$ cat src/hw/rtl/ppmd_pkg.sv
// Shared types and constants of the PPM P6 stream deframer.
// No dependencies; imported by every module of the block.
`default_nettype none

package ppmd_pkg;

	// Default size limit of a parsed dimension, in bits.
	localparam int DIM_BITS_DEF = 12;

	// Fixed widths of the result ports and of the window size registers.
	localparam int DIM_OUT_W = 12;
	localparam int POS_W     = 14;
	localparam int SCREEN_W  = 13;

	localparam logic [SCREEN_W-1:0] SCREEN_WIDTH_RST  = 13'd800;
	localparam logic [SCREEN_W-1:0] SCREEN_HEIGHT_RST = 13'd600;

	// Entries of the queue between the parser and the result stage.
	localparam int QUEUE_DEPTH = 2;

	// Header syntax bytes.
	localparam logic [7:0] CH_P     = 8'h50;
	localparam logic [7:0] CH_SIX   = 8'h36;
	localparam logic [7:0] CH_NL    = 8'h0A;
	localparam logic [7:0] CH_SPACE = 8'h20;
	localparam logic [7:0] CH_ZERO  = 8'h30;
	localparam logic [7:0] CH_NINE  = 8'h39;

	localparam logic [8:0] MAXVAL_OK  = 9'd255;
	localparam logic [8:0] MAXVAL_SAT = 9'd511;

	typedef enum logic [1:0] {
		KIND_PIXEL   = 2'd0,
		KIND_HDR_OK  = 2'd1,
		KIND_HDR_BAD = 2'd2
	} kind_t;

	typedef enum logic {
		REG_SCREEN_WIDTH  = 1'b0,
		REG_SCREEN_HEIGHT = 1'b1
	} reg_idx_t;

	// One classified request on its way from the parser to the result stage.
	// Positions are kept modulo 2^POS_W; dimensions keep one more bit so that
	// their halves are exact modulo 2^POS_W.
	typedef struct packed {
		kind_t              kind;
		logic [7:0]         red;
		logic [7:0]         green;
		logic [7:0]         blue;
		logic [POS_W-1:0]   column;
		logic [POS_W-1:0]   row;
		logic [POS_W:0]     width;
		logic [POS_W:0]     height;
		logic               last;
	} item_t;

endpackage

`default_nettype wire

$ cat src/hw/rtl/ppmd_front.sv
// Header parser and pixel grouper of the PPM P6 stream deframer.
// Depends on ppmd_pkg; pushes classified requests into ppmd_fifo.
`default_nettype none

module ppmd_front import ppmd_pkg::*; #(
	parameter int DIM_BITS = DIM_BITS_DEF
) (
	input  wire logic       clk,
	input  wire logic       arst_n,
	input  wire logic       in_valid,
	output logic            in_ready,
	input  wire logic [7:0] data_byte,
	input  wire logic       start_of_file,
	input  wire logic       q_full,
	output logic            push,
	output item_t           push_item
);

	localparam int ACC_W = DIM_BITS + 4;

	typedef enum logic [2:0] {
		PH_P, PH_SIX, PH_NL, PH_WIDTH, PH_HEIGHT, PH_MAXVAL, PH_PIXELS, PH_IDLE
	} phase_t;

	phase_t              phase_q, cur_phase, n_phase;
	logic [DIM_BITS-1:0] width_q, height_q, cur_w, cur_h, n_w, n_h;
	logic [DIM_BITS-1:0] col_q, row_q, cur_col, cur_row, n_col, n_row;
	logic [8:0]          maxval_q, cur_mv, n_mv;
	logic [1:0]          comp_q, cur_comp, n_comp;
	logic [7:0]          red_q, green_q, n_red, n_green;
	logic                accept, is_digit, do_push, last_col, last;
	logic [ACC_W-1:0]    dim_acc, dim_sum;
	logic [12:0]         mv_sum;
	logic [DIM_BITS:0]   col_inc, row_inc;
	item_t               item;

	assign in_ready = !q_full;
	assign accept   = in_valid && in_ready;

	// A start of file restarts parsing with the byte that carries it.
	always_comb begin
		cur_phase = start_of_file ? PH_P : phase_q;
		cur_w     = start_of_file ? '0 : width_q;
		cur_h     = start_of_file ? '0 : height_q;
		cur_mv    = start_of_file ? '0 : maxval_q;
		cur_col   = start_of_file ? '0 : col_q;
		cur_row   = start_of_file ? '0 : row_q;
		cur_comp  = start_of_file ? '0 : comp_q;
	end

	assign is_digit = (data_byte >= CH_ZERO) && (data_byte <= CH_NINE);
	assign dim_acc  = (cur_phase == PH_HEIGHT) ? ACC_W'(cur_h) : ACC_W'(cur_w);
	assign dim_sum  = (dim_acc << 3) + (dim_acc << 1) + ACC_W'(data_byte[3:0]);
	assign mv_sum   = ({4'b0, cur_mv} << 3) + ({4'b0, cur_mv} << 1)
		+ 13'(data_byte[3:0]);
	assign col_inc  = {1'b0, cur_col} + 1'b1;
	assign row_inc  = {1'b0, cur_row} + 1'b1;
	assign last_col = col_inc >= {1'b0, cur_w};
	assign last     = last_col && (row_inc >= {1'b0, cur_h});

	always_comb begin
		n_phase = cur_phase;
		n_w     = cur_w;
		n_h     = cur_h;
		n_mv    = cur_mv;
		n_col   = cur_col;
		n_row   = cur_row;
		n_comp  = cur_comp;
		n_red   = red_q;
		n_green = green_q;
		do_push = 1'b0;
		item         = '0;
		item.kind    = KIND_HDR_BAD;
		item.width   = (POS_W + 1)'(cur_w);
		item.height  = (POS_W + 1)'(cur_h);
		case (cur_phase)
			PH_P: begin
				if (data_byte == CH_P) n_phase = PH_SIX;
				else do_push = 1'b1;
			end
			PH_SIX: begin
				if (data_byte == CH_SIX) n_phase = PH_NL;
				else do_push = 1'b1;
			end
			PH_NL: begin
				if (data_byte == CH_NL) n_phase = PH_WIDTH;
				else do_push = 1'b1;
			end
			PH_WIDTH: begin
				if (is_digit && dim_sum[ACC_W-1:DIM_BITS] == '0) begin
					n_w = dim_sum[DIM_BITS-1:0];
				end else if (!is_digit && data_byte == CH_SPACE && cur_w != '0) begin
					n_phase = PH_HEIGHT;
				end else begin
					do_push = 1'b1;
				end
			end
			PH_HEIGHT: begin
				if (is_digit && dim_sum[ACC_W-1:DIM_BITS] == '0) begin
					n_h = dim_sum[DIM_BITS-1:0];
				end else if (!is_digit && data_byte == CH_NL && cur_h != '0) begin
					n_phase = PH_MAXVAL;
				end else begin
					do_push = 1'b1;
				end
			end
			PH_MAXVAL: begin
				if (is_digit) begin
					n_mv = (mv_sum > 13'(MAXVAL_SAT)) ? MAXVAL_SAT : mv_sum[8:0];
				end else begin
					do_push = 1'b1;
					if (data_byte == CH_NL && cur_mv == MAXVAL_OK) item.kind = KIND_HDR_OK;
				end
			end
			PH_PIXELS: begin
				case (cur_comp)
					2'd0: begin
						n_red  = data_byte;
						n_comp = 2'd1;
					end
					2'd1: begin
						n_green = data_byte;
						n_comp  = 2'd2;
					end
					default: begin
						do_push     = 1'b1;
						item.kind   = KIND_PIXEL;
						item.red    = red_q;
						item.green  = green_q;
						item.blue   = data_byte;
						item.column = POS_W'(cur_col);
						item.row    = POS_W'(cur_row);
						item.last   = last;
						n_comp      = 2'd0;
						if (last) begin
							n_phase = PH_IDLE;
						end else if (last_col) begin
							n_col = '0;
							n_row = row_inc[DIM_BITS-1:0];
						end else begin
							n_col = col_inc[DIM_BITS-1:0];
						end
					end
				endcase
			end
			default: ;
		endcase
		// A header result ends the header either way.
		if (do_push && cur_phase != PH_PIXELS) begin
			n_phase = (item.kind == KIND_HDR_OK) ? PH_PIXELS : PH_IDLE;
		end
	end

	assign push      = accept && do_push;
	assign push_item = item;

	always_ff @(posedge clk or negedge arst_n) begin
		if (!arst_n) begin
			phase_q  <= PH_P;
			width_q  <= '0;
			height_q <= '0;
			maxval_q <= '0;
			col_q    <= '0;
			row_q    <= '0;
			comp_q   <= '0;
			red_q    <= '0;
			green_q  <= '0;
		end else if (accept) begin
			phase_q  <= n_phase;
			width_q  <= n_w;
			height_q <= n_h;
			maxval_q <= n_mv;
			col_q    <= n_col;
			row_q    <= n_row;
			comp_q   <= n_comp;
			red_q    <= n_red;
			green_q  <= n_green;
		end
	end

endmodule

`default_nettype wire

$ cat src/hw/rtl/ppmd_fifo.sv
// Short request queue between the parser and the result stage.
// Depends on ppmd_pkg for the request type and the queue depth.
`default_nettype none

module ppmd_fifo import ppmd_pkg::*; (
	input  wire logic  clk,
	input  wire logic  arst_n,
	input  wire logic  push,
	input  wire item_t push_item,
	input  wire logic  pop,
	output item_t      pop_item,
	output logic       full,
	output logic       empty
);

	localparam int PTR_W = (QUEUE_DEPTH > 1) ? $clog2(QUEUE_DEPTH) : 1;
	localparam int CNT_W = $clog2(QUEUE_DEPTH + 1);

	item_t             slot_q [QUEUE_DEPTH];
	logic [PTR_W-1:0]  wr_ptr_q, rd_ptr_q;
	logic [CNT_W-1:0]  count_q;
	logic              do_push, do_pop;

	assign full     = count_q == CNT_W'(QUEUE_DEPTH);
	assign empty    = count_q == '0;
	assign do_push  = push && !full;
	assign do_pop   = pop && !empty;
	assign pop_item = slot_q[rd_ptr_q];

	always_ff @(posedge clk) begin
		if (do_push) slot_q[wr_ptr_q] <= push_item;
	end

	always_ff @(posedge clk or negedge arst_n) begin
		if (!arst_n) begin
			wr_ptr_q <= '0;
			rd_ptr_q <= '0;
			count_q  <= '0;
		end else begin
			if (do_push) begin
				wr_ptr_q <= (wr_ptr_q == PTR_W'(QUEUE_DEPTH - 1)) ? '0 : wr_ptr_q + 1'b1;
			end
			if (do_pop) begin
				rd_ptr_q <= (rd_ptr_q == PTR_W'(QUEUE_DEPTH - 1)) ? '0 : rd_ptr_q + 1'b1;
			end
			count_q <= count_q + CNT_W'(do_push) - CNT_W'(do_pop);
		end
	end

endmodule

`default_nettype wire

$ cat src/hw/rtl/ppmd_back.sv
// Result stage: computes centred screen positions and holds the output register.
// Depends on ppmd_pkg; drains requests from ppmd_fifo.
`default_nettype none

module ppmd_back import ppmd_pkg::*; (
	input  wire logic                  clk,
	input  wire logic                  arst_n,
	input  wire logic                  q_empty,
	input  wire item_t                 q_item,
	output logic                       pop,
	input  wire logic [SCREEN_W-1:0]   screen_width,
	input  wire logic [SCREEN_W-1:0]   screen_height,
	output logic                       out_valid,
	input  wire logic                  out_ready,
	output logic [1:0]                 result_kind,
	output logic [7:0]                 red,
	output logic [7:0]                 green,
	output logic [7:0]                 blue,
	output logic [DIM_OUT_W-1:0]       column,
	output logic [DIM_OUT_W-1:0]       row,
	output logic signed [POS_W-1:0]    screen_x,
	output logic signed [POS_W-1:0]    screen_y,
	output logic [DIM_OUT_W-1:0]       image_width,
	output logic [DIM_OUT_W-1:0]       image_height,
	output logic                       last_pixel
);

	logic             out_valid_q;
	logic [POS_W-1:0] sx, sy;

	assign pop = !q_empty && (!out_valid_q || out_ready);

	// Positions wrap modulo 2^POS_W, so plain unsigned sums give the right bits.
	assign sx = POS_W'(screen_width[SCREEN_W-1:1]) - q_item.width[POS_W:1] + q_item.column;
	assign sy = POS_W'(screen_height[SCREEN_W-1:1]) - q_item.height[POS_W:1] + q_item.row;

	always_ff @(posedge clk or negedge arst_n) begin
		if (!arst_n) begin
			out_valid_q <= 1'b0;
		end else if (pop) begin
			out_valid_q <= 1'b1;
		end else if (out_ready) begin
			out_valid_q <= 1'b0;
		end
	end

	always_ff @(posedge clk) begin
		if (pop) begin
			result_kind  <= q_item.kind;
			red          <= q_item.red;
			green        <= q_item.green;
			blue         <= q_item.blue;
			column       <= q_item.column[DIM_OUT_W-1:0];
			row          <= q_item.row[DIM_OUT_W-1:0];
			screen_x     <= (q_item.kind == KIND_PIXEL) ? sx : '0;
			screen_y     <= (q_item.kind == KIND_PIXEL) ? sy : '0;
			image_width  <= q_item.width[DIM_OUT_W-1:0];
			image_height <= q_item.height[DIM_OUT_W-1:0];
			last_pixel   <= q_item.last;
		end
	end

	assign out_valid = out_valid_q;

endmodule

`default_nettype wire

$ cat src/hw/rtl/ppm_p6_stream_deframer.sv
// A result request goes through the queue, then the output register, to out_valid.
// Throughput: one byte per cycle while in_ready is high; the parser updates its running
// state once per byte and a two-entry queue plus the output register absorb stalls.
// Reset: asynchronous, active low; parsing restarts at the magic, the window size
// returns to 800 by 600 and the queue and output register empty.
// Depends on ppmd_pkg, ppmd_front, ppmd_fifo and ppmd_back.
`default_nettype none

module ppm_p6_stream_deframer import ppmd_pkg::*; #(
	parameter int DIM_BITS = DIM_BITS_DEF
) (
	input  wire logic                  clk,
	input  wire logic                  arst_n,
	// Configuration write port.
	input  wire logic                  cfg_write,
	input  wire logic                  cfg_index,
	input  wire logic [SCREEN_W-1:0]   cfg_data,
	// Byte input channel.
	input  wire logic                  in_valid,
	output logic                       in_ready,
	input  wire logic [7:0]            data_byte,
	input  wire logic                  start_of_file,
	// Result channel.
	output logic                       out_valid,
	input  wire logic                  out_ready,
	output logic [1:0]                 result_kind,
	output logic [7:0]                 red,
	output logic [7:0]                 green,
	output logic [7:0]                 blue,
	output logic [DIM_OUT_W-1:0]       column,
	output logic [DIM_OUT_W-1:0]       row,
	output logic signed [POS_W-1:0]    screen_x,
	output logic signed [POS_W-1:0]    screen_y,
	output logic [DIM_OUT_W-1:0]       image_width,
	output logic [DIM_OUT_W-1:0]       image_height,
	output logic                       last_pixel
);

	// The window size registers. Software must write them only while the block is idle;
	// the block does not enforce it, and the result stage reads them without any hand-off.
	logic [SCREEN_W-1:0] screen_width_q, screen_height_q;

	always_ff @(posedge clk or negedge arst_n) begin
		if (!arst_n) begin
			screen_width_q  <= SCREEN_WIDTH_RST;
			screen_height_q <= SCREEN_HEIGHT_RST;
		end else if (cfg_write) begin
			case (reg_idx_t'(cfg_index))
				REG_SCREEN_WIDTH:  screen_width_q  <= cfg_data;
				REG_SCREEN_HEIGHT: screen_height_q <= cfg_data;
				default: ;
			endcase
		end
	end

	// The front end takes one byte per cycle whenever the queue has room. Each
	// byte either advances the header parser, holds a pixel component, produces a
	// request (a header verdict or a completed pixel), or is dropped when idle.
	logic  q_full, q_empty, q_push, q_pop;
	item_t q_push_item, q_pop_item;

	ppmd_front #(
		.DIM_BITS (DIM_BITS)
	) u_front (
		.clk           (clk),
		.arst_n        (arst_n),
		.in_valid      (in_valid),
		.in_ready      (in_ready),
		.data_byte     (data_byte),
		.start_of_file (start_of_file),
		.q_full        (q_full),
		.push          (q_push),
		.push_item     (q_push_item)
	);

	// The queue lets the parser keep taking bytes while a result waits on
	// the output side, and lets the output drain while bytes are scarce.
	ppmd_fifo u_fifo (
		.clk       (clk),
		.arst_n    (arst_n),
		.push      (q_push),
		.push_item (q_push_item),
		.pop       (q_pop),
		.pop_item  (q_pop_item),
		.full      (q_full),
		.empty     (q_empty)
	);

	// The back end centres each pixel in the window and registers the result.
	ppmd_back u_back (
		.clk           (clk),
		.arst_n        (arst_n),
		.q_empty       (q_empty),
		.q_item        (q_pop_item),
		.pop           (q_pop),
		.screen_width  (screen_width_q),
		.screen_height (screen_height_q),
		.out_valid     (out_valid),
		.out_ready     (out_ready),
		.result_kind   (result_kind),
		.red           (red),
		.green         (green),
		.blue          (blue),
		.column        (column),
		.row           (row),
		.screen_x      (screen_x),
		.screen_y      (screen_y),
		.image_width   (image_width),
		.image_height  (image_height),
		.last_pixel    (last_pixel)
	);

endmodule

`default_nettype wire

$ cat config.mk
export PLATFORM = sky130hd
export DESIGN_NAME = ppm_p6_stream_deframer
export DESIGN_NICKNAME = d
export VERILOG_FILES = /design/src/hw/rtl/ppmd_pkg.sv /design/src/hw/rtl/ppmd_front.sv /design/src/hw/rtl/ppmd_fifo.sv /design/src/hw/rtl/ppmd_back.sv /design/src/hw/rtl/ppm_p6_stream_deframer.sv
export SDC_FILE = /design/constraint.sdc
export NUM_CORES = 1
export LEC_CHECK = 0
export ABC_CLOCK_PERIOD_IN_PS = 21300
export BUFFER_PORTS_ARGS = -buffer_cell sky130_fd_sc_hd__buf_2
export CAP_MARGIN = 25
export CORE_MARGIN = 2
export CORE_UTILIZATION = 60
export DETAILED_ROUTE_END_ITERATION = 16
export PLACE_DENSITY = 0.79
export SLEW_MARGIN = 20
export SYNTH_ARGS = -nofsm -noshare
export SYNTH_HDL_FRONTEND = slang
export SYNTH_SLANG_ARGS = --single-unit
$ cat constraint.sdc
create_clock -name clk -period 21.3 [get_ports clk]
set_clock_uncertainty 0.05 [all_clocks]
set_input_delay 3.195 -clock clk [delete_from_list [all_inputs] [get_ports clk]]
set_output_delay 3.195 -clock clk [all_outputs]
set_load 0.005 [all_outputs]
==> impl_metrics.xml, run 1 <==
<?xml version="1.0" encoding="UTF-8"?>
<metrics>
  <group name="cells_and_area">
    <metric name="design_area" unit="um^2">20500</metric>
    <metric name="diodes" unit="">0</metric>
    <metric name="num-fill-cells" unit="">2067</metric>
    <metric name="layout-drive-gt1-share" unit="%">19.6</metric>
    <metric name="largest_register" unit="">u_fifo.slot_q</metric>
    <metric name="largest_register_ff_count" unit="">150</metric>
    <metric name="finish.net_count" unit="">1770</metric>
    <metric name="area.growth.synth_to_final" unit="%">12.1</metric>
    <metric name="biggest_registers_after_layout" unit="">u_fifo.slot_q: 150 flops, u_back.screen_x: 14 flops, u_back.screen_y: 14 flops</metric>
  </group>
  <group name="timing">
    <metric name="setup_viol_count_final" unit="">0</metric>
    <metric name="worst_slew_margin_rel" unit="%">29.9</metric>
    <metric name="worst-slew-pin-transition" unit="ps">1050</metric>
    <metric name="timing.fmax" unit="GHz">0.121</metric>
    <metric name="minimum_clock_period" unit="ps">8250</metric>
    <metric name="unrepaired_setup_endpoints_after_global_routing" unit="">no</metric>
    <metric name="slew_violations" unit="">0</metric>
    <metric name="min_period_over_period" unit="%">38.7</metric>
    <metric name="setup_tns" unit="ps">0</metric>
    <metric name="hold_viol_final" unit="">0</metric>
  </group>
  <group name="synthesis">
    <metric name="main_area_contributors_after_synthesis" unit="">sky130_fd_sc_hd__edfxtp_1 42%, sky130_fd_sc_hd__dfrtp_1 14%, sky130_fd_sc_hd__ha_1 6.6%, sky130_fd_sc_hd__mux2_2 5.0%, sky130_fd_sc_hd__inv_1 2.9%</metric>
    <metric name="synth_top_cell_by_area" unit="">sky130_fd_sc_hd__edfxtp_1</metric>
    <metric name="synth-edff-count" unit="">253</metric>
    <metric name="synth_nets" unit="">1640</metric>
    <metric name="synth_area_per_cell" unit="um^2">12.3</metric>
    <metric name="post-synth-top-area-fraction" unit="%">41.5</metric>
    <metric name="postSynthCellCount" unit="">1490</metric>
    <metric name="synth_cell_types" unit="">80</metric>
    <metric name="synth-seq-area-share" unit="%">56.2</metric>
    <metric name="synth-warning-count" unit="">0</metric>
    <metric name="post_synthesis_instance_area" unit="um^2">18300</metric>
    <metric name="dominant_synthesized_flop_cell" unit="">sky130_fd_sc_hd__edfxtp_1</metric>
    <metric name="synth-seq-cells" unit="">360</metric>
    <metric name="ys_async_sr_fraction" unit="%">29.7</metric>
  </group>
  <group name="clocking">
    <metric name="clk_latency_worst_skew_pair" unit="ps">520</metric>
    <metric name="clock_sinks" unit="">360</metric>
    <metric name="clkSlewWorstSetupHoldPaths" unit="ps">60</metric>
    <metric name="clockBufferDepth" unit="">3</metric>
    <metric name="resized_cells_post_cts" unit="">0</metric>
    <metric name="h_tree_lvl_count" unit="">2</metric>
    <metric name="cts_root_cell" unit="">sky130_fd_sc_hd__clkbuf_16</metric>
    <metric name="cts_hold_repair.buffers" unit="">0</metric>
    <metric name="cts.repair_timing.setup_buffer_count" unit="">0</metric>
    <metric name="tritoncts_clock_tree" unit="">done</metric>
    <metric name="cts-buffers-inserted" unit="">36</metric>
  </group>
  <group name="power">
    <metric name="leakage_power" unit="nW">8.96</metric>
    <metric name="vdd.ir_drop.worst" unit="mV">0.0719</metric>
    <metric name="pwr_density_cell" unit="nW/um^2">129</metric>
  </group>
  <group name="die">
    <metric name="core_area" unit="um^2">29800</metric>
    <metric name="die_y" unit="um">179</metric>
    <metric name="floorplan.die_area" unit="um^2">31900</metric>
    <metric name="dieWidth" unit="um">179</metric>
    <metric name="design.portCount" unit="">133</metric>
    <metric name="core_rows" unit="">63</metric>
    <metric name="initial_core_util" unit="%">61.4</metric>
  </group>
  <group name="global_route">
    <metric name="antenna_violations_before_repair" unit="">0</metric>
    <metric name="grt_max_degree" unit="">76</metric>
    <metric name="gr-usage-met2" unit="%">43.1</metric>
    <metric name="grt_pass1_vias" unit="">12000</metric>
    <metric name="grt_pass1_wl" unit="mm">63.3</metric>
    <metric name="use_met3" unit="%">3.64</metric>
    <metric name="gr-max-usage-layer" unit="">met2</metric>
    <metric name="overflow" unit="">0</metric>
    <metric name="groute.usage.overall" unit="%">25.8</metric>
    <metric name="global_route.usage.met1" unit="%">34.9</metric>
  </group>
  <group name="setup_path">
    <metric name="timing.setup.critical_path_class" unit="">input port to flop</metric>
    <metric name="worstSetupEndpointType" unit="">flop</metric>
    <metric name="crit_path_start_kind" unit="">input port</metric>
    <metric name="cp-startpoint" unit="">start_of_file</metric>
    <metric name="worst-endpoint-arrival" unit="ps">8340</metric>
    <metric name="worstPathRequired" unit="ps">21400</metric>
    <metric name="crit_fanout" unit="">59</metric>
    <metric name="reg2reg_from" unit="">u_front.phase_q[2]$_DFFE_PN0P_</metric>
  </group>
  <group name="status">
    <metric name="run_status" unit="">finished, final reports clean</metric>
  </group>
  <group name="min_path">
    <metric name="worstHoldStart" unit="">u_front.red_q[4]$_DFFE_PN0P_</metric>
    <metric name="min_path_type" unit="">flop to flop</metric>
  </group>
  <group name="drt">
    <metric name="detail-route-antenna-nets" unit="">0</metric>
    <metric name="drt-pass1-iter-count" unit="">6</metric>
    <metric name="per_cell_via_count_in_the_routed_design" unit="">5.97</metric>
    <metric name="routed_wire_length_per_instance" unit="um">19.7</metric>
    <metric name="drt_first_iter_violations" unit="">1373</metric>
    <metric name="via_count" unit="">12200</metric>
    <metric name="wl" unit="mm">40.1</metric>
    <metric name="remaining_drc_errors" unit="">0</metric>
  </group>
  <group name="place">
    <metric name="buffer_ports.inserted" unit="">131</metric>
    <metric name="routabilityCongestion" unit="">0.903</metric>
    <metric name="cell_area_reported_after_detailed_placement" unit="um^2">19300</metric>
    <metric name="hpwl" unit="mm">27.4</metric>
  </group>
  <group name="run">
    <metric name="max_cap_viol_count" unit="">0</metric>
  </group>
</metrics>
where the power goes:
group / switching [mW] / leakage [nW] / internal (mW)
Sequential: 0.0715 / 3.83 / 0.980
Clock: 0.262 / 0.559 / 0.352
Combinational: 0.577 / 4.58 / 0.400
placed cells by master (no fill, tap or decap), types with 11 or more instances in the layout:
master and instances:
sky130_fd_sc_hd__ha_1 96, sky130_fd_sc_hd__a21o_1 22, sky130_fd_sc_hd__nand2b_1 29, sky130_fd_sc_hd__o21ai_0 68
sky130_fd_sc_hd__nand4_1 12, sky130_fd_sc_hd__nor2_1 58, sky130_fd_sc_hd__dfrtp_1 99, sky130_fd_sc_hd__nand2_1 103
sky130_fd_sc_hd__o211ai_1 11, sky130_fd_sc_hd__inv_1 143, sky130_fd_sc_hd__clkbuf_16 37, sky130_fd_sc_hd__mux2_2 82
sky130_fd_sc_hd__and2_1 52, sky130_fd_sc_hd__xor2_1 27, sky130_fd_sc_hd__mux2i_1 50, sky130_fd_sc_hd__nor2b_1 36
sky130_fd_sc_hd__nor3_1 23, sky130_fd_sc_hd__nor4_1 13, sky130_fd_sc_hd__buf_2 130, sky130_fd_sc_hd__nand3_1 23
sky130_fd_sc_hd__fa_1 26, sky130_fd_sc_hd__xnor2_1 19, sky130_fd_sc_hd__edfxtp_1 253, sky130_fd_sc_hd__buf_4 13
sky130_fd_sc_hd__or3_1 16, sky130_fd_sc_hd__a21oi_1 43
final cells by class:
type / instances / area (um^2) / share of cell area (%)
sequential: 360 / 10300 / 50.2
multi-input combinational: 934 / 7280 / 35.5
clock buffer: 50 / 1020 / 5.00
timing repair buffer: 145 / 768 / 3.75
inverter: 143 / 537 / 2.62
tap: 390 / 488 / 2.38
clock inverter: 16 / 125 / 0.610
cells by family after synthesis:
family                   Yosys count  share of synthesized area, %
AO/OA/AOI/OAI                    223                          8.14
multiplexers                     132                          7.79
buffers and inverters            196                          4.14
flip-flops                       360                          56.2
AND/OR/NAND/NOR                  411                          12.1
adder cells (fa/ha/maj)          122                          9.41
XOR/XNOR                          46                          2.20
path summary, 6_finish.rpt:
| check | endpoint | slack [ps] | cells after the start |
|---|---|---|---|
| hold reg to reg | u_front.red_q[4]$_DFFE_PN0P_ | 450 | 1 |
| setup / recovery | u_fifo.slot_q[0][21]$_DFFE_PP_ | 13050 | 14 |
| max in group asynchronous | screen_height_q[11]$_DFFE_PN0P_ | 17250 | 2 |
| min in group asynchronous | u_front.red_q[2]$_DFFE_PN0P_ | 2610 | 1 |
| hold / removal | u_front.red_q[4]$_DFFE_PN0P_ | 450 | 1 |
| setup reg to reg | u_fifo.slot_q[0][21]$_DFFE_PP_ | 15560 | 14 |
routing by layer:
layer	wire, um	vias to the layer above
li1	-	5603
met1	16900	5992
met2	19700	465
met3	2330	99
met4	1200	0
met5	0	-
critical path, cell delays in order:
cell	delay [ps]
sky130_fd_sc_hd__buf_2	510
sky130_fd_sc_hd__buf_4	570
sky130_fd_sc_hd__nor2b_1	240
sky130_fd_sc_hd__mux2_2	340
sky130_fd_sc_hd__fa_1	490
sky130_fd_sc_hd__fa_1	500
sky130_fd_sc_hd__a211o_1	280
sky130_fd_sc_hd__a21oi_1	210
sky130_fd_sc_hd__o21ai_0	180
sky130_fd_sc_hd__mux2i_1	260
sky130_fd_sc_hd__a211o_1	160
sky130_fd_sc_hd__o21ai_2	120
sky130_fd_sc_hd__nor2_4	460
sky130_fd_sc_hd__buf_4	720
metrics by stage:
| stage | hold WS [ps] | power, mW | std cells | util, % | setup slack (ps) |
|---|---|---|---|---|---|
| detailed placement | 435 | 2.02 | 1970 | 64.9 | 12550 |
| global placement | 429 | 1.97 | 1969 | 64.9 | 12550 |
| floorplan | 404 | 1.74 | 1490 | - | 11120 |
| finish | 448 | 2.64 | 2038 | 68.8 | 13050 |
| global route | 460 | 2.80 | 2038 | 68.8 | 12680 |
| CTS | 449 | 2.65 | 2036 | 68.8 | 13070 |
cells in the mapped netlist (all sizes together) (26+ instances only):
cell    instances
a21oi          44
and2           53
clkbuf         42
dfrtp         100
edfxtp        253
fa             26
ha             96
inv           143
mux2           82
mux2i          50
nand2         103
nand2b         29
nor2           59
nor2b          36
nor3           26
o21ai          73
xor2           27
No activity file was read; power rests on OpenSTA's default activity.
==> run 2, diff against run 1 <==
- ABC_CLOCK_PERIOD_IN_PS: 21300 -> 8500
- clock period: 21.3 -> 8.5 ns (I/O delays scaled with it)
==> run 2 against run 1 <==
Net effect:
- sequential share of layout area is 0.16 points lower
- register-to-register slack worse by 12000 ps
- core utilization is 0.22 points higher
- wire length is 1.7% lower
- via count is 1.3% lower
- combinational power is 140% higher
- die area stayed put
- final cell count is 0.15% higher
- flip-flop and latch count stayed put
- non-clock buffer count is 3 higher
- global-route usage is 0.43 points lower
- cell area is 0.32% higher
==> impl_metrics.xml, run 2 (synthesized netlist as in run 1, its figures left out) <==
<?xml version="1.0" encoding="UTF-8"?>
<metrics>
  <group name="clocking">
    <metric name="clk_latency_worst_skew_pair" unit="ps">520</metric>
    <metric name="tritoncts_clock_tree" unit="">done</metric>
    <metric name="cts_root_cell" unit="">sky130_fd_sc_hd__clkbuf_16</metric>
    <metric name="cts-buffers-inserted" unit="">36</metric>
    <metric name="cts.repair_timing.setup_buffer_count" unit="">0</metric>
    <metric name="resized_cells_post_cts" unit="">0</metric>
    <metric name="cts_hold_repair.buffers" unit="">0</metric>
    <metric name="h_tree_lvl_count" unit="">2</metric>
    <metric name="clkSlewWorstSetupHoldPaths" unit="ps">60</metric>
    <metric name="clockBufferDepth" unit="">3</metric>
    <metric name="clock_sinks" unit="">360</metric>
  </group>
  <group name="global_route">
    <metric name="gr-usage-met2" unit="%">42.5</metric>
    <metric name="grt_max_degree" unit="">76</metric>
    <metric name="antenna_violations_before_repair" unit="">0</metric>
    <metric name="grt_pass1_wl" unit="mm">62.6</metric>
    <metric name="grt_pass1_vias" unit="">11900</metric>
    <metric name="use_met3" unit="%">3.56</metric>
    <metric name="global_route.usage.met1" unit="%">34.4</metric>
    <metric name="gr-max-usage-layer" unit="">met2</metric>
    <metric name="overflow" unit="">0</metric>
    <metric name="groute.usage.overall" unit="%">25.4</metric>
  </group>
  <group name="drt">
    <metric name="via_count" unit="">12000</metric>
    <metric name="drt_first_iter_violations" unit="">1222</metric>
    <metric name="per_cell_via_count_in_the_routed_design" unit="">5.88</metric>
    <metric name="remaining_drc_errors" unit="">0</metric>
    <metric name="drt-pass1-iter-count" unit="">5</metric>
    <metric name="routed_wire_length_per_instance" unit="um">19.3</metric>
    <metric name="detail-route-antenna-nets" unit="">0</metric>
    <metric name="wl" unit="mm">39.5</metric>
  </group>
  <group name="place">
    <metric name="buffer_ports.inserted" unit="">131</metric>
    <metric name="hpwl" unit="mm">27.8</metric>
    <metric name="placedCellCount" unit="">1972</metric>
    <metric name="routabilityCongestion" unit="">0.901</metric>
    <metric name="cell_area_reported_after_detailed_placement" unit="um^2">19400</metric>
  </group>
  <group name="power">
    <metric name="power.switching_fraction" unit="%">33.9</metric>
    <metric name="power_frac_comb" unit="%">36.4</metric>
    <metric name="pwr_density_cell" unit="nW/um^2">320</metric>
    <metric name="share_seq_of_total_power" unit="%">40.4</metric>
    <metric name="p_int" unit="mW">4.35</metric>
    <metric name="leakage_power" unit="nW">8.98</metric>
    <metric name="vdd.ir_drop.worst" unit="mV">0.202</metric>
    <metric name="sum_of_internal_switching_and_leakage_power" unit="mW">6.58</metric>
    <metric name="share_clk_of_total_power" unit="%">23.2</metric>
    <metric name="switching_power" unit="mW">2.23</metric>
  </group>
  <group name="status">
    <metric name="run_status" unit="">finished, final reports clean</metric>
  </group>
  <group name="cells_and_area">
    <metric name="layout-drive-gt1-share" unit="%">19.4</metric>
    <metric name="area.growth.synth_to_final" unit="%">12.5</metric>
    <metric name="largest_register" unit="">u_fifo.slot_q</metric>
    <metric name="num-fill-cells" unit="">2075</metric>
    <metric name="layout_common_cells" unit="">253 x sky130_fd_sc_hd__edfxtp_1, 143 x sky130_fd_sc_hd__inv_1, 131 x sky130_fd_sc_hd__buf_2</metric>
    <metric name="design_area" unit="um^2">20600</metric>
    <metric name="biggest_registers_after_layout" unit="">u_fifo.slot_q: 150 flops, u_back.screen_x: 14 flops, u_back.screen_y: 14 flops</metric>
    <metric name="stdcell_count" unit="">2041</metric>
    <metric name="finish.net_count" unit="">1773</metric>
    <metric name="diodes" unit="">0</metric>
    <metric name="most_common_library_cell_in_the_layout_ignoring_fill_and_taps" unit="">sky130_fd_sc_hd__edfxtp_1</metric>
    <metric name="largest_register_ff_count" unit="">150</metric>
  </group>
  <group name="setup_path">
    <metric name="crit_fanout" unit="">49</metric>
    <metric name="worst-endpoint-arrival" unit="ps">5630</metric>
    <metric name="timing.critical_path.buf_inv" unit="">5</metric>
    <metric name="worstPathRequired" unit="ps">8670</metric>
    <metric name="critical-path-top-delay-family" unit="">compound AO/OA/AOI/OAI gates</metric>
    <metric name="timing.setup.critical_path_class" unit="">input port to flop</metric>
    <metric name="worstSetupEndpointType" unit="">flop</metric>
    <metric name="crit_path_start_kind" unit="">input port</metric>
    <metric name="critical_path.cell_chain" unit="">buf_2, buf_4, nand2b_1, inv_1, nand2_1, o21ai_0, fa_1, fa_1, a211o_1, a21oi_1, o21ai_0, a21o_1, a211o_1, o21ai_2, inv_1, and2_4, buf_16</metric>
    <metric name="largest_stage_delay_on_the_critical_path" unit="ps">550</metric>
    <metric name="cp_slowest_cell" unit="">sky130_fd_sc_hd__fa_1</metric>
  </group>
  <group name="die">
    <metric name="core_area" unit="um^2">29800</metric>
    <metric name="die_y" unit="um">179</metric>
    <metric name="design.portCount" unit="">133</metric>
    <metric name="initial_core_util" unit="%">61.4</metric>
    <metric name="floorplan.die_area" unit="um^2">31900</metric>
    <metric name="dieWidth" unit="um">179</metric>
    <metric name="core_rows" unit="">63</metric>
  </group>
  <group name="timing">
    <metric name="setup_viol_count_final" unit="">0</metric>
    <metric name="minimum_clock_period" unit="ps">5460</metric>
    <metric name="setup_tns" unit="ps">0</metric>
    <metric name="hold_viol_final" unit="">0</metric>
    <metric name="min_period_over_period" unit="%">64.2</metric>
    <metric name="worst_slew_margin_rel" unit="%">38.6</metric>
    <metric name="slew_violations" unit="">0</metric>
    <metric name="timing.fmax" unit="GHz">0.183</metric>
    <metric name="worst-slew-pin-transition" unit="ps">916</metric>
    <metric name="unrepaired_setup_endpoints_after_global_routing" unit="">no</metric>
  </group>
  <group name="run">
    <metric name="max_cap_viol_count" unit="">0</metric>
  </group>
  <group name="min_path">
    <metric name="min_path_type" unit="">flop to flop</metric>
  </group>
</metrics>
run 2: metal layers:
layer | routed length [um] | share of wire (%)
met2 | 19200 | 49
met5 | 0 | 0
met1 | 16800 | 42
met4 | 1020 | 2.6
met3 | 2510 | 6.4
run 2: area by class of cell:
type	count	area (um^2)	area share, %
Sequential cell	360	10300	50.0
Multi-Input combinational cell	934	7280	35.4
Clock buffer	53	1050	5.08
Timing Repair Buffer	148	836	4.06
Inverter	143	537	2.61
Tap cell	390	488	2.37
Clock inverter	13	100	0.487
run 2: power by group through the flow:
stage | Combinational [mW] | Sequential (mW) | Clock [mW]
floorplan | 1.69 | 2.67 | 0
global placement | 2.28 | 2.66 | 0
detailed placement | 2.36 | 2.69 | 0
CTS | 2.38 | 2.66 | 1.55
global route | 2.70 | 2.71 | 1.61
finish | 2.39 | 2.66 | 1.52
run 2: path summary, 6_finish.rpt:
check / endpoint / startpoint / slack (ps) / depth (start not counted)
worst min-delay path: u_front.red_q[1]$_DFFE_PN0P_ / u_front.red_q[1]$_DFFE_PN0P_ / 450 / 1
max in group asynchronous: u_fifo.rd_ptr_q$_DFFE_PN0P_ / arst_n / 6390 / 2
worst min register to register: u_front.red_q[1]$_DFFE_PN0P_ / u_front.red_q[1]$_DFFE_PN0P_ / 450 / 1
worst max-delay path: u_fifo.slot_q[1][19]$_DFFE_PP_ / start_of_file / 3040 / 17
worst max register to register: u_fifo.slot_q[1][19]$_DFFE_PP_ / u_front.phase_q[2]$_DFFE_PN0P_ / 3100 / 15
min in group asynchronous: u_fifo.count_q[1]$_DFF_PN0_ / arst_n / 790 / 1
run 2: stage by stage:
step           hold WS (ps)  utilization (%)  setup slack (ps)
4_1_cts                 449             68.9              2930
6_report                448             69.1              3040
3_3_place_gp            429             64.9              2320
5_1_grt                 461             69.1              2810
2_1_floorplan           404                -               245
3_5_place_dp            436             65.1              2420
==> run 3, diff against run 2 <==
- ABC_CLOCK_PERIOD_IN_PS: 8500 -> 5700
- clock period: 8.5 -> 5.7 ns (I/O delays scaled with it)
==> run 3 against run 2 <==
Net effect:
- cell area increased by 0.36%
- wire length increased by 0.31%
- critical path type is now flop to flop
- largest power group unchanged
- via count decreased by 0.51%
- total power increased by 50%
- non-clock buffer count increased by 11
- sequential power increased by 47%
- worst setup slack got worse by 2600 ps
==> impl_metrics.xml, run 3 (synthesized netlist as in run 1, its figures left out) <==
<?xml version="1.0" encoding="UTF-8"?>
<metrics>
  <group name="drt">
    <metric name="via_count" unit="">11900</metric>
    <metric name="remaining_drc_errors" unit="">0</metric>
    <metric name="drt_first_iter_violations" unit="">1203</metric>
    <metric name="detail-route-antenna-nets" unit="">0</metric>
    <metric name="wl" unit="mm">39.6</metric>
    <metric name="drt-pass1-iter-count" unit="">5</metric>
    <metric name="routed_wire_length_per_instance" unit="um">19.3</metric>
    <metric name="per_cell_via_count_in_the_routed_design" unit="">5.82</metric>
  </group>
  <group name="cells_and_area">
    <metric name="layout_common_cells" unit="">253 x sky130_fd_sc_hd__edfxtp_1, 143 x sky130_fd_sc_hd__inv_1, 130 x sky130_fd_sc_hd__buf_2</metric>
    <metric name="diodes" unit="">0</metric>
    <metric name="largest_register" unit="">u_fifo.slot_q</metric>
    <metric name="layout-drive-gt1-share" unit="%">20.2</metric>
    <metric name="stdcell_count" unit="">2051</metric>
    <metric name="largest_register_ff_count" unit="">150</metric>
    <metric name="area.growth.synth_to_final" unit="%">12.9</metric>
    <metric name="biggest_registers_after_layout" unit="">u_fifo.slot_q: 150 flops, u_back.screen_x: 14 flops, u_back.screen_y: 14 flops</metric>
    <metric name="most_common_library_cell_in_the_layout_ignoring_fill_and_taps" unit="">sky130_fd_sc_hd__edfxtp_1</metric>
    <metric name="finish.net_count" unit="">1784</metric>
  </group>
  <group name="global_route">
    <metric name="groute.usage.overall" unit="%">25.2</metric>
    <metric name="grt_pass1_vias" unit="">11800</metric>
    <metric name="grt_max_degree" unit="">76</metric>
    <metric name="overflow" unit="">0</metric>
    <metric name="gr-usage-met2" unit="%">42.1</metric>
    <metric name="use_met3" unit="%">3.56</metric>
    <metric name="antenna_violations_before_repair" unit="">0</metric>
    <metric name="global_route.usage.met1" unit="%">35.0</metric>
    <metric name="grt_pass1_wl" unit="mm">62.0</metric>
    <metric name="gr-max-usage-layer" unit="">met2</metric>
  </group>
  <group name="die">
    <metric name="core_rows" unit="">63</metric>
    <metric name="die_y" unit="um">179</metric>
    <metric name="core_area" unit="um^2">29800</metric>
    <metric name="design.portCount" unit="">133</metric>
    <metric name="initial_core_util" unit="%">61.4</metric>
    <metric name="dieWidth" unit="um">179</metric>
    <metric name="floorplan.die_area" unit="um^2">31900</metric>
  </group>
  <group name="place">
    <metric name="hpwl" unit="mm">28.2</metric>
    <metric name="placedCellCount" unit="">1985</metric>
    <metric name="routabilityCongestion" unit="">0.887</metric>
    <metric name="buffer_ports.inserted" unit="">131</metric>
    <metric name="dpl_worst_slack" unit="ps">57.1</metric>
  </group>
  <group name="timing">
    <metric name="timing.fmax" unit="GHz">0.192</metric>
    <metric name="hold_viol_final" unit="">0</metric>
    <metric name="minimum_clock_period" unit="ps">5220</metric>
    <metric name="slew_violations" unit="">0</metric>
    <metric name="timing.final.ws_setup" unit="ps">478</metric>
    <metric name="min_period_over_period" unit="%">91.6</metric>
    <metric name="worst_slew_margin_rel" unit="%">34.4</metric>
    <metric name="worst-slew-pin-transition" unit="ps">984</metric>
    <metric name="setup_tns" unit="ps">0</metric>
    <metric name="setup_viol_count_final" unit="">0</metric>
    <metric name="unrepaired_setup_endpoints_after_global_routing" unit="">no</metric>
  </group>
  <group name="setup_path">
    <metric name="critical_path.cell_chain" unit="">nor3b_2, nor2b_1, buf_4, nand2_1, o21ai_0, fa_1, fa_1, a211o_1, a21oi_1, o21ai_0, mux2i_1, a211o_1, o21ai_2, nor2_4, buf_12</metric>
    <metric name="reg2reg_depth" unit="">15</metric>
    <metric name="worst-endpoint-arrival" unit="ps">5360</metric>
    <metric name="crit_fanout" unit="">50</metric>
    <metric name="cp_slowest_cell" unit="">sky130_fd_sc_hd__nor2_4</metric>
    <metric name="worstSetupEndpointType" unit="">flop</metric>
    <metric name="crit_path_start_kind" unit="">flop</metric>
    <metric name="reg2reg_from" unit="">u_front.phase_q[0]$_DFFE_PN0P_</metric>
    <metric name="largest_stage_delay_on_the_critical_path" unit="ps">700</metric>
    <metric name="worstPathRequired" unit="ps">5840</metric>
    <metric name="cp-startpoint" unit="">u_front.phase_q[0]$_DFFE_PN0P_</metric>
    <metric name="timing.setup.critical_path_class" unit="">flop to flop</metric>
  </group>
  <group name="clocking">
    <metric name="tritoncts_clock_tree" unit="">done</metric>
    <metric name="cts_hold_repair.buffers" unit="">0</metric>
    <metric name="cts-buffers-inserted" unit="">36</metric>
    <metric name="resized_cells_post_cts" unit="">0</metric>
    <metric name="clockBufferDepth" unit="">3</metric>
    <metric name="clkSlewWorstSetupHoldPaths" unit="ps">60</metric>
    <metric name="clk_latency_worst_skew_pair" unit="ps">520</metric>
    <metric name="cts_root_cell" unit="">sky130_fd_sc_hd__clkbuf_16</metric>
    <metric name="clock_sinks" unit="">360</metric>
    <metric name="cts.repair_timing.setup_buffer_count" unit="">0</metric>
    <metric name="h_tree_lvl_count" unit="">2</metric>
  </group>
  <group name="run">
    <metric name="max_cap_viol_count" unit="">0</metric>
  </group>
  <group name="power">
    <metric name="vdd.ir_drop.worst" unit="mV">0.231</metric>
    <metric name="share_seq_of_total_power" unit="%">39.6</metric>
    <metric name="p_int" unit="mW">6.49</metric>
    <metric name="power_frac_comb" unit="%">37.2</metric>
    <metric name="power.switching_fraction" unit="%">34.2</metric>
    <metric name="share_clk_of_total_power" unit="%">23.2</metric>
    <metric name="pwr_density_cell" unit="nW/um^2">478</metric>
    <metric name="leakage_power" unit="nW">9.04</metric>
    <metric name="switching_power" unit="mW">3.37</metric>
  </group>
  <group name="min_path">
    <metric name="min_path_type" unit="">input port to async pin</metric>
  </group>
  <group name="status">
    <metric name="run_status" unit="">finished, final reports clean</metric>
  </group>
</metrics>
run 3: changes by cell type in the layout (fill, tap and decap cells not counted), moves of 2 or more:
cell,previous run,this run
sky130_fd_sc_hd__clkinv_1,4,1
sky130_fd_sc_hd__buf_6,2,0
sky130_fd_sc_hd__clkbuf_8,6,3
sky130_fd_sc_hd__clkinv_2,3,7
sky130_fd_sc_hd__clkinv_4,0,2
sky130_fd_sc_hd__buf_4,12,25
run 3: layout make-up:
type / count / area, um^2
Multi-Input combinational cell: 934 / 7280
Fill cell: 2066 / 9150
Tap cell: 390 / 488
Timing Repair Buffer: 159 / 916
Inverter: 143 / 537
Clock buffer: 48 / 976
Sequential cell: 360 / 10300
Clock inverter: 17 / 165
run 3: through the flow:
step           utilization [%]  power [mW]  area (um^2)  hold WS, ps
2_1_floorplan                -        6.47        18300          414
3_3_place_gp              65.2        7.39        19400          429
3_5_place_dp              65.4        7.57        19500          435
4_1_cts                   69.2        9.88        20600          449
5_1_grt                   69.3        10.5        20600          466
6_report                  69.3        9.87        20600          417
run 3: metal layers:
metal	part of all wire [%]	vias to the layer above	wire length [um]
li1	-	5640	-
met1	44	5854	17400
met2	48	391	19100
met3	5.6	55	2220
met4	2.2	0	864
met5	0	-	0
run 3: path summary, 6_finish.rpt:
kind                                              endpoint  slack (ps)
setup / recovery            u_fifo.slot_q[0][20]$_DFFE_PP_         480
hold / removal                 u_fifo.wr_ptr_q$_DFFE_PN0N_         420
setup reg to reg            u_fifo.slot_q[0][20]$_DFFE_PP_         480
hold reg to reg               u_front.red_q[6]$_DFFE_PN0P_         450
max in group asynchronous  u_front.maxval_q[1]$_DFFE_PN0P_        4010
min in group clk              u_front.red_q[6]$_DFFE_PN0P_         450
run 3: power by group through the flow:
stage	Sequential (mW)	Combinational, mW	Clock (mW)
3_5_place_dp	3.96	3.61	0
3_3_place_gp	3.92	3.47	0
6_report	3.91	3.67	2.29
5_1_grt	3.97	4.10	2.42
2_1_floorplan	3.94	2.53	0
4_1_cts	3.92	3.65	2.31
run 3: critical path, delay by kind of cell (launching register included):
kind / cells / cell delay [ps]
compound gates: 6 / 1190
fa+ha+maj: 2 / 1050
buf+inv: 2 / 570
flops: 1 / 380
mux: 1 / 260
simple gates: 4 / 1300
